## src/sv/gas_pkg.sv

```systemverilog
// Shared command and status types for the greedy activity selection block.
`default_nettype none

package gas_pkg;

    typedef struct packed {
        logic load;
        logic start_scan;
        logic rd;
        logic chk;
        logic emit_final;
        logic finish;
    } gas_cmd_t;

    typedef struct packed {
        logic match;
        logic pend_valid;
        logic scan_done;
        logic scan_end;
        logic out_taken;
    } gas_sts_t;

    typedef enum logic [4:0] {
        S_LOAD = 5'b00001,
        S_RD   = 5'b00010,
        S_CHK  = 5'b00100,
        S_WAIT = 5'b01000,
        S_LAST = 5'b10000
    } gas_state_t;

endpackage

`default_nettype wire

```

## src/sv/greedy_activity_selection.sv

```systemverilog
// Top level of the greedy activity selection block.
// Activities are loaded at one beat per cycle into a store of MAX_ACTIVITIES
// entries; a beat with last_item set closes the set of n stored
// activities and starts the selection walk, during which the input is stalled.
// The walk visits every (finish value, stored entry) pair for finish values
// below 2*n; each visit is one registered read of the store followed by one
// compare, and the walk holds while a result beat waits at the output.
// Each selected id goes out as one result beat; the last beat carries
// end_of_list, and a run that selects nothing gives a single beat with
// none_selected set. Loading resumes the cycle after the last beat is taken.
`default_nettype none

module greedy_activity_selection #(
    parameter int MAX_ACTIVITIES = 32,
    parameter int TIME_BITS      = 16
) (
    input  wire logic        clk,
    input  wire logic        rst_n,
    input  wire logic        in_valid,
    output logic             in_stall,
    input  wire logic [15:0] start_time,
    input  wire logic [15:0] finish_time,
    input  wire logic [15:0] activity_id,
    input  wire logic        last_item,
    output logic             out_valid,
    input  wire logic        out_stall,
    output logic [15:0]      selected_id,
    output logic             end_of_list,
    output logic             none_selected,
    output logic             overflowed
);

    import gas_pkg::*;

    gas_cmd_t cmd;
    gas_sts_t sts;

    gas_ctrl u_ctrl (
        .clk      (clk),
        .rst_n    (rst_n),
        .in_valid (in_valid),
        .in_last  (last_item),
        .in_stall (in_stall),
        .sts      (sts),
        .cmd      (cmd)
    );

    gas_dp #(
        .MAX_ACTIVITIES (MAX_ACTIVITIES),
        .TIME_BITS      (TIME_BITS)
    ) u_dp (
        .clk           (clk),
        .rst_n         (rst_n),
        .cmd           (cmd),
        .sts           (sts),
        .start_time    (start_time),
        .finish_time   (finish_time),
        .activity_id   (activity_id),
        .out_valid     (out_valid),
        .out_stall     (out_stall),
        .selected_id   (selected_id),
        .end_of_list   (end_of_list),
        .none_selected (none_selected),
        .overflowed    (overflowed)
    );

endmodule

`default_nettype wire

```

## src/sv/gas_ram.sv

```systemverilog
// Generic single-write, single-read RAM with registered read data.
`default_nettype none

module gas_ram #(
    parameter int WIDTH = 48,
    parameter int DEPTH = 32
) (
    input  wire logic                                 clk,
    input  wire logic                                 we,
    input  wire logic [(DEPTH > 1 ? $clog2(DEPTH) : 1)-1:0] waddr,
    input  wire logic [WIDTH-1:0]                     wdata,
    input  wire logic                                 re,
    input  wire logic [(DEPTH > 1 ? $clog2(DEPTH) : 1)-1:0] raddr,
    output logic      [WIDTH-1:0]                     rdata
);

    logic [WIDTH-1:0] mem [DEPTH];

    always_ff @(posedge clk)
    begin
        if (we)
        begin
            mem[waddr] <= wdata;
        end
        if (re)
        begin
            rdata <= mem[raddr];
        end
    end

endmodule

`default_nettype wire

```

## src/sv/gas_ctrl.sv

```systemverilog
// Controller state machine: loading, selection walk and result sequencing.
`default_nettype none

module gas_ctrl (
    input  wire logic              clk,
    input  wire logic              rst_n,
    input  wire logic              in_valid,
    input  wire logic              in_last,
    output logic                   in_stall,
    input  wire gas_pkg::gas_sts_t sts,
    output gas_pkg::gas_cmd_t      cmd
);

    import gas_pkg::*;

    gas_state_t state_reg;
    gas_state_t state_next;

    always_comb
    begin
        state_next = state_reg;
        cmd        = '0;
        in_stall   = 1'b1;
        unique case (state_reg)
            S_LOAD:
            begin
                in_stall = 1'b0;
                if (in_valid)
                begin
                    cmd.load = 1'b1;
                    if (in_last)
                    begin
                        cmd.start_scan = 1'b1;
                        state_next     = S_RD;
                    end
                end
            end
            S_RD:
            begin
                cmd.rd     = 1'b1;
                state_next = S_CHK;
            end
            S_CHK:
            begin
                cmd.chk = 1'b1;
                if (sts.match && sts.pend_valid)
                begin
                    state_next = S_WAIT;
                end
                else if (sts.scan_done)
                begin
                    cmd.emit_final = 1'b1;
                    state_next     = S_LAST;
                end
                else
                begin
                    state_next = S_RD;
                end
            end
            S_WAIT:
            begin
                if (sts.out_taken)
                begin
                    if (sts.scan_end)
                    begin
                        cmd.emit_final = 1'b1;
                        state_next     = S_LAST;
                    end
                    else
                    begin
                        state_next = S_RD;
                    end
                end
            end
            S_LAST:
            begin
                if (sts.out_taken)
                begin
                    cmd.finish = 1'b1;
                    state_next = S_LOAD;
                end
            end
            default:
            begin
                state_next = S_LOAD;
            end
        endcase
    end

    always_ff @(posedge clk or negedge rst_n)
    begin
        if (!rst_n)
        begin
            state_reg <= S_LOAD;
        end
        else
        begin
            state_reg <= state_next;
        end
    end

endmodule

`default_nettype wire

```

## src/sv/gas_dp.sv

```systemverilog
// Datapath: activity store, walk counters, pending selection and result register.
`default_nettype none

module gas_dp #(
    parameter int MAX_ACTIVITIES = 32,
    parameter int TIME_BITS      = 16
) (
    input  wire logic              clk,
    input  wire logic              rst_n,
    input  wire gas_pkg::gas_cmd_t cmd,
    output gas_pkg::gas_sts_t      sts,
    input  wire logic [15:0]       start_time,
    input  wire logic [15:0]       finish_time,
    input  wire logic [15:0]       activity_id,
    output logic                   out_valid,
    input  wire logic              out_stall,
    output logic [15:0]            selected_id,
    output logic                   end_of_list,
    output logic                   none_selected,
    output logic                   overflowed
);

    import gas_pkg::*;

    localparam int IW   = (MAX_ACTIVITIES > 1) ? $clog2(MAX_ACTIVITIES) : 1;
    localparam int CW   = $clog2(MAX_ACTIVITIES + 1);
    localparam int LW   = CW + 1;
    localparam int CMPW = TIME_BITS + LW;
    localparam int MW   = 2 * TIME_BITS + 16;

    logic [CW-1:0]        count_reg, count_next;
    logic                 ovf_reg, ovf_next;
    logic [IW-1:0]        i_reg, i_next;
    logic [LW-1:0]        f_reg, f_next;
    logic [TIME_BITS-1:0] lf_reg, lf_next;
    logic                 pv_reg, pv_next;
    logic [15:0]          pend_reg, pend_next;
    logic                 se_reg, se_next;
    logic                 ov_reg, ov_next;
    logic [15:0]          oid_reg, oid_next;
    logic                 oeol_reg, oeol_next;
    logic                 onone_reg, onone_next;
    logic                 oovf_reg, oovf_next;

    logic                 not_full;
    logic [MW-1:0]        wdata;
    logic [MW-1:0]        rdata;
    logic [TIME_BITS-1:0] rd_start;
    logic [TIME_BITS-1:0] rd_finish;
    logic [15:0]          rd_id;
    logic                 i_last;
    logic                 f_last;
    logic                 match;
    logic                 out_taken;
    logic                 fin_has;
    logic [15:0]          fin_id;

    assign not_full = (count_reg < CW'(MAX_ACTIVITIES));
    assign wdata    = {TIME_BITS'(start_time), TIME_BITS'(finish_time), activity_id};

    gas_ram #(
        .WIDTH (MW),
        .DEPTH (MAX_ACTIVITIES)
    ) u_store (
        .clk   (clk),
        .we    (cmd.load && not_full),
        .waddr (count_reg[IW-1:0]),
        .wdata (wdata),
        .re    (cmd.rd),
        .raddr (i_reg),
        .rdata (rdata)
    );

    assign rd_start  = rdata[MW-1 -: TIME_BITS];
    assign rd_finish = rdata[16 +: TIME_BITS];
    assign rd_id     = rdata[15:0];

    assign i_last    = ((CW'(i_reg) + CW'(1)) == count_reg);
    assign f_last    = ((f_reg + LW'(1)) == {count_reg, 1'b0});
    assign match     = (CMPW'(rd_finish) == CMPW'(f_reg)) && (rd_start >= lf_reg);
    assign out_taken = ov_reg && !out_stall;
    assign fin_has   = pv_reg || (cmd.chk && match);
    assign fin_id    = (cmd.chk && match) ? rd_id : pend_reg;

    assign sts.match      = match;
    assign sts.pend_valid = pv_reg;
    assign sts.scan_done  = i_last && f_last;
    assign sts.scan_end   = se_reg;
    assign sts.out_taken  = out_taken;

    always_comb
    begin
        count_next = count_reg;
        ovf_next   = ovf_reg;
        i_next     = i_reg;
        f_next     = f_reg;
        lf_next    = lf_reg;
        pv_next    = pv_reg;
        pend_next  = pend_reg;
        se_next    = se_reg;
        ov_next    = ov_reg;
        oid_next   = oid_reg;
        oeol_next  = oeol_reg;
        onone_next = onone_reg;
        oovf_next  = oovf_reg;

        if (cmd.load)
        begin
            if (not_full)
            begin
                count_next = count_reg + CW'(1);
            end
            else
            begin
                ovf_next = 1'b1;
            end
        end

        if (cmd.start_scan)
        begin
            i_next  = '0;
            f_next  = '0;
            lf_next = '0;
            pv_next = 1'b0;
            se_next = 1'b0;
        end

        if (out_taken)
        begin
            ov_next = 1'b0;
        end

        if (cmd.chk)
        begin
            if (i_last)
            begin
                i_next = '0;
                f_next = f_reg + LW'(1);
            end
            else
            begin
                i_next = i_reg + IW'(1);
            end
            if (i_last && f_last)
            begin
                se_next = 1'b1;
            end
            if (match)
            begin
                lf_next   = rd_finish;
                pend_next = rd_id;
                pv_next   = 1'b1;
                if (pv_reg)
                begin
                    ov_next    = 1'b1;
                    oid_next   = pend_reg;
                    oeol_next  = 1'b0;
                    onone_next = 1'b0;
                    oovf_next  = ovf_reg;
                end
            end
        end

        if (cmd.emit_final)
        begin
            ov_next    = 1'b1;
            oid_next   = fin_has ? fin_id : 16'd0;
            oeol_next  = 1'b1;
            onone_next = !fin_has;
            oovf_next  = ovf_reg;
        end

        if (cmd.finish)
        begin
            count_next = '0;
            ovf_next   = 1'b0;
            pv_next    = 1'b0;
        end
    end

    always_ff @(posedge clk or negedge rst_n)
    begin
        if (!rst_n)
        begin
            count_reg <= '0;
            ovf_reg   <= 1'b0;
            i_reg     <= '0;
            f_reg     <= '0;
            lf_reg    <= '0;
            pv_reg    <= 1'b0;
            se_reg    <= 1'b0;
            ov_reg    <= 1'b0;
        end
        else
        begin
            count_reg <= count_next;
            ovf_reg   <= ovf_next;
            i_reg     <= i_next;
            f_reg     <= f_next;
            lf_reg    <= lf_next;
            pv_reg    <= pv_next;
            se_reg    <= se_next;
            ov_reg    <= ov_next;
        end
    end

    always_ff @(posedge clk)
    begin
        pend_reg  <= pend_next;
        oid_reg   <= oid_next;
        oeol_reg  <= oeol_next;
        onone_reg <= onone_next;
        oovf_reg  <= oovf_next;
    end

    assign out_valid     = ov_reg;
    assign selected_id   = oid_reg;
    assign end_of_list   = oeol_reg;
    assign none_selected = onone_reg;
    assign overflowed    = oovf_reg;

endmodule

`default_nettype wire

```

## config.mk

```make
export PLATFORM = sky130hd
export DESIGN_NAME = greedy_activity_selection
export DESIGN_NICKNAME = d
export VERILOG_FILES = /design/src/sv/gas_pkg.sv /design/src/sv/greedy_activity_selection.sv /design/src/sv/gas_ram.sv /design/src/sv/gas_ctrl.sv /design/src/sv/gas_dp.sv
export SDC_FILE = /design/constraint.sdc
export NUM_CORES = 2
export LEC_CHECK = 0
export BUFFER_PORTS_ARGS = -buffer_cell sky130_fd_sc_hd__buf_2
export CORE_ASPECT_RATIO = 2
export CORE_UTILIZATION = 57
export CTS_CLUSTER_DIAMETER = 50
export DETAILED_ROUTE_END_ITERATION = 12
export HOLD_SLACK_MARGIN = 0.03
export PLACE_DENSITY_LB_ADDON = 0.3
export RECOVER_POWER = 25
export SYNTH_ARGS = -nofsm -noshare
export SYNTH_HDL_FRONTEND = slang
export SYNTH_SLANG_ARGS = --single-unit
export TNS_END_PERCENT = 100
```

## constraint.sdc

```tcl
create_clock -name clk -period 7.8 [get_ports clk]
set_input_delay 1.17 -clock clk [delete_from_list [all_inputs] [get_ports clk]]
set_output_delay 1.17 -clock clk [all_outputs]
set_load 0.05 [all_outputs]
```

==> run metrics <==
Final ANT Viol Nets=0; die height=approximately 470 µm; max-cap viol count=1; final worst path period need=between 4 and 5 ns; Yosys cell types=65; Leakage=21.2 nW; max-slew violation count=32; CTS tree=built; Worst Tran Pin Value=approximately 1.5 ns; worst r2r src=u_ctrl.state_reg[0]; # IOs=74; reg2reg end=u_dp.u_store.mem[13][23]; Cells after DPL=just over 4000; Worst Setup EP=u_dp.u_store.mem[13][23]; Max-slew headroom=-0.444%; HP Class=reg2reg; vias in the first global route=30410; Die Span X=238 µm; total grt overflow=0; Reg clk slew, reported paths=around 0.070 ns; slowest CP cell=nor2_4; Synth Area per Inst=about 24 µm²; final hold violation count=0; RSZ-0062 raised after global routing=false; DRT iter0 DRCs=about 3000; Synth Instances=2642; largest registers=u_dp.u_store.mem (1536), u_dp.u_store.rdata (48); max incr delay on CP=1.25 ns; Hold-fix buffers, CTS=0; final cell count without fillers=about 4400; worst vdd ir=around 0.00027 V; Post-synth ARST share=roughly 2.6%; DP Wirelength=between 80000 and 90000 µm; first-pass GRT wire length=217000 µm; Cell Pwr Density=approximately 280 nW/µm²; setup TNS=0 ns; synth top area cells=edfxtp_1, mux4_2, dfrtp_1; CTS Buffer Depth=3; area of placed instances=between 60000 and 70000 µm²; Critical Path Sink Type=flip-flop; reg2reg setup slack=3.00 ns; Most used DFF post-synth=edfxtp_1; First-pass DRT Iterations=5; Net Count, Synth=roughly 2700; synthesized area=63700 µm²; Reg with most FFs=u_dp.u_store.mem; worst path arrival time=~5.2 ns; IO Port Bufs=73; CP Data Required Time=8.22 ns; Inserted Clock Buffers=between 100 and 150; Synth warnings=0; number of synthesized flops with an enable pin=1618; post_cts resized=0; Total Power=approximately 0.02 W; Final Skew=about 0.034 ns; number of remaining DRC errors=0; most common cell in the netlist=edfxtp_1; fin area=~70000 µm²; post-DR wirelength/cell=approximately 35 µm; crit path launch type=flip-flop; crit-path cells=nand2b_1, nor4_2, inv_2, nor3b_2, nand2_1, nor2_4, buf_4; Peak Freq=about 210 MHz; Layout area overhead=10.4%; GRT Util Overall=roughly 28%; CP max FO=30; Synth top area share=between 70 and 80%; outcome=finished, violations left; Setup crit start=u_ctrl.state_reg[0]; Crit Path Category=reg2reg; FP Rows=173; Finish-stage setup viols=0; post-synthesis register bit count=~1700; Layout Utilization=~63%; Die Area=around 110000 µm²; final period utilization=about three fifths; worst skew pair latency=~0.77 ns; Via density=6.64; CTS sink count=roughly 1700; r2r worst-path depth=7; RePlAce Congestion=0.846; synth cell count leaders=edfxtp_1, mux4_2, clkbuf_1; sequential area share after synthesis=between 70% and 80%; Post-CTS Setup Bufs=0; max FFs per register=~1500; Core Footprint=roughly 110000 µm²; Vias=about 29000; ratio of cells with drive above 1 in the final layout=30.0%; initial core utilization=between 50% and 60%; drt total wl=roughly 150000 µm; root buffer cell=clkbuf_16; layout net count=between 2000 and 3000; initial antenna violation count=13; largest net degree at the start of global routing=183; Yosys top cell by area=edfxtp_1; violated checks=max-capacitance violations, max-slew violations; H-tree Lvls=4
[per-stage QoR]
step | setup slack [ns] | hold WS [ns]
2_1_floorplan | 2.06 | 0.425
6_report | 3.00 | 0.456
3_3_place_gp | 3.09 | 0.435
5_1_grt | 2.91 | 0.455
3_5_place_dp | 3.04 | 0.436
4_1_cts | 3.04 | 0.448
[critical path: cells and delay by family (launching register included)]
| kind | cells | cell delay, ns |
|---|---|---|
| and+or+nand+nor | 5 | 3.12 |
| buffers and inverters | 2 | 0.63 |
| DFF | 1 | 0.63 |
[cells in the final DEF (no fill, tap or decap), types with 18 or more instances in the layout]
| cell | count |
|---|---|
| clkinv_2 | 19 |
| mux4_2 | 480 |
| edfxtp_1 | 1618 |
| dfrtp_1 | 37 |
| ha_1 | 22 |
| inv_1 | 23 |
| clkbuf_1 | 63 |
| nand2_1 | 32 |
| clkbuf_16 | 146 |
| buf_2 | 43 |
| buf_4 | 47 |
| nor2_4 | 32 |
| nor2_1 | 22 |
| o21ai_0 | 18 |
| clkinv_1 | 25 |
| mux2_2 | 48 |
[cell type report]
class / instances / area [µm²]
sequential: 1662 / 49700
fill: 6974 / 40600
multi-input combinational: 822 / 13600
clock buffer: 179 / 3780
tap: 1487 / 1860
timing repair buffer: 123 / 741
clock inverter: 68 / 573
inverter: 24 / 90.1
antenna: 7 / 17.5
[how the worst min path moves through the flow]
stage,startpoint,slack [ns],endpoint,depth (start not counted)
after floorplan,u_dp.ovf_reg,0.43,u_dp.overflowed,0
after global placement,u_dp.u_store.rdata[6],0.43,u_dp.pend_reg[6],0
after detailed placement,u_dp.u_store.rdata[6],0.44,u_dp.pend_reg[6],0
after CTS,u_dp.u_store.rdata[4],0.45,u_dp.pend_reg[4],0
after global routing,u_dp.u_store.rdata[4],0.46,u_dp.pend_reg[4],0
final,u_dp.u_store.rdata[6],0.46,u_dp.pend_reg[6],0
[cell families (layout without fill, tap and decap cells)]
family	Yosys count	after routing	synth area share (%)
buffers and inverters	158	394	1.08
flip-flops	1662	1662	77.9
other	0	7	0
adder cells (fa/ha/maj)	22	22	0.432
multiplexers	532	532	17.9
XOR/XNOR	30	30	0.434
AO/OA/AOI/OAI	77	77	0.944
AND/OR/NAND/NOR	161	161	1.30
[where the power goes]
group          switching [W]  internal [W]
Combinational        0.00154       0.00130
Sequential          0.000259        0.0102
Clock                0.00309       0.00367
[layer usage]
layer  GRT usage (%)  part of all wire, %  vias up
li1                -                    -    11563
met1            32.8                   34    15672
met2            48.8                   54     1428
met3            4.65                  6.5      363
met4            13.8                  5.4       10
met5               0                0.044        -
Note: power is estimated with default switching activity, not from simulation.
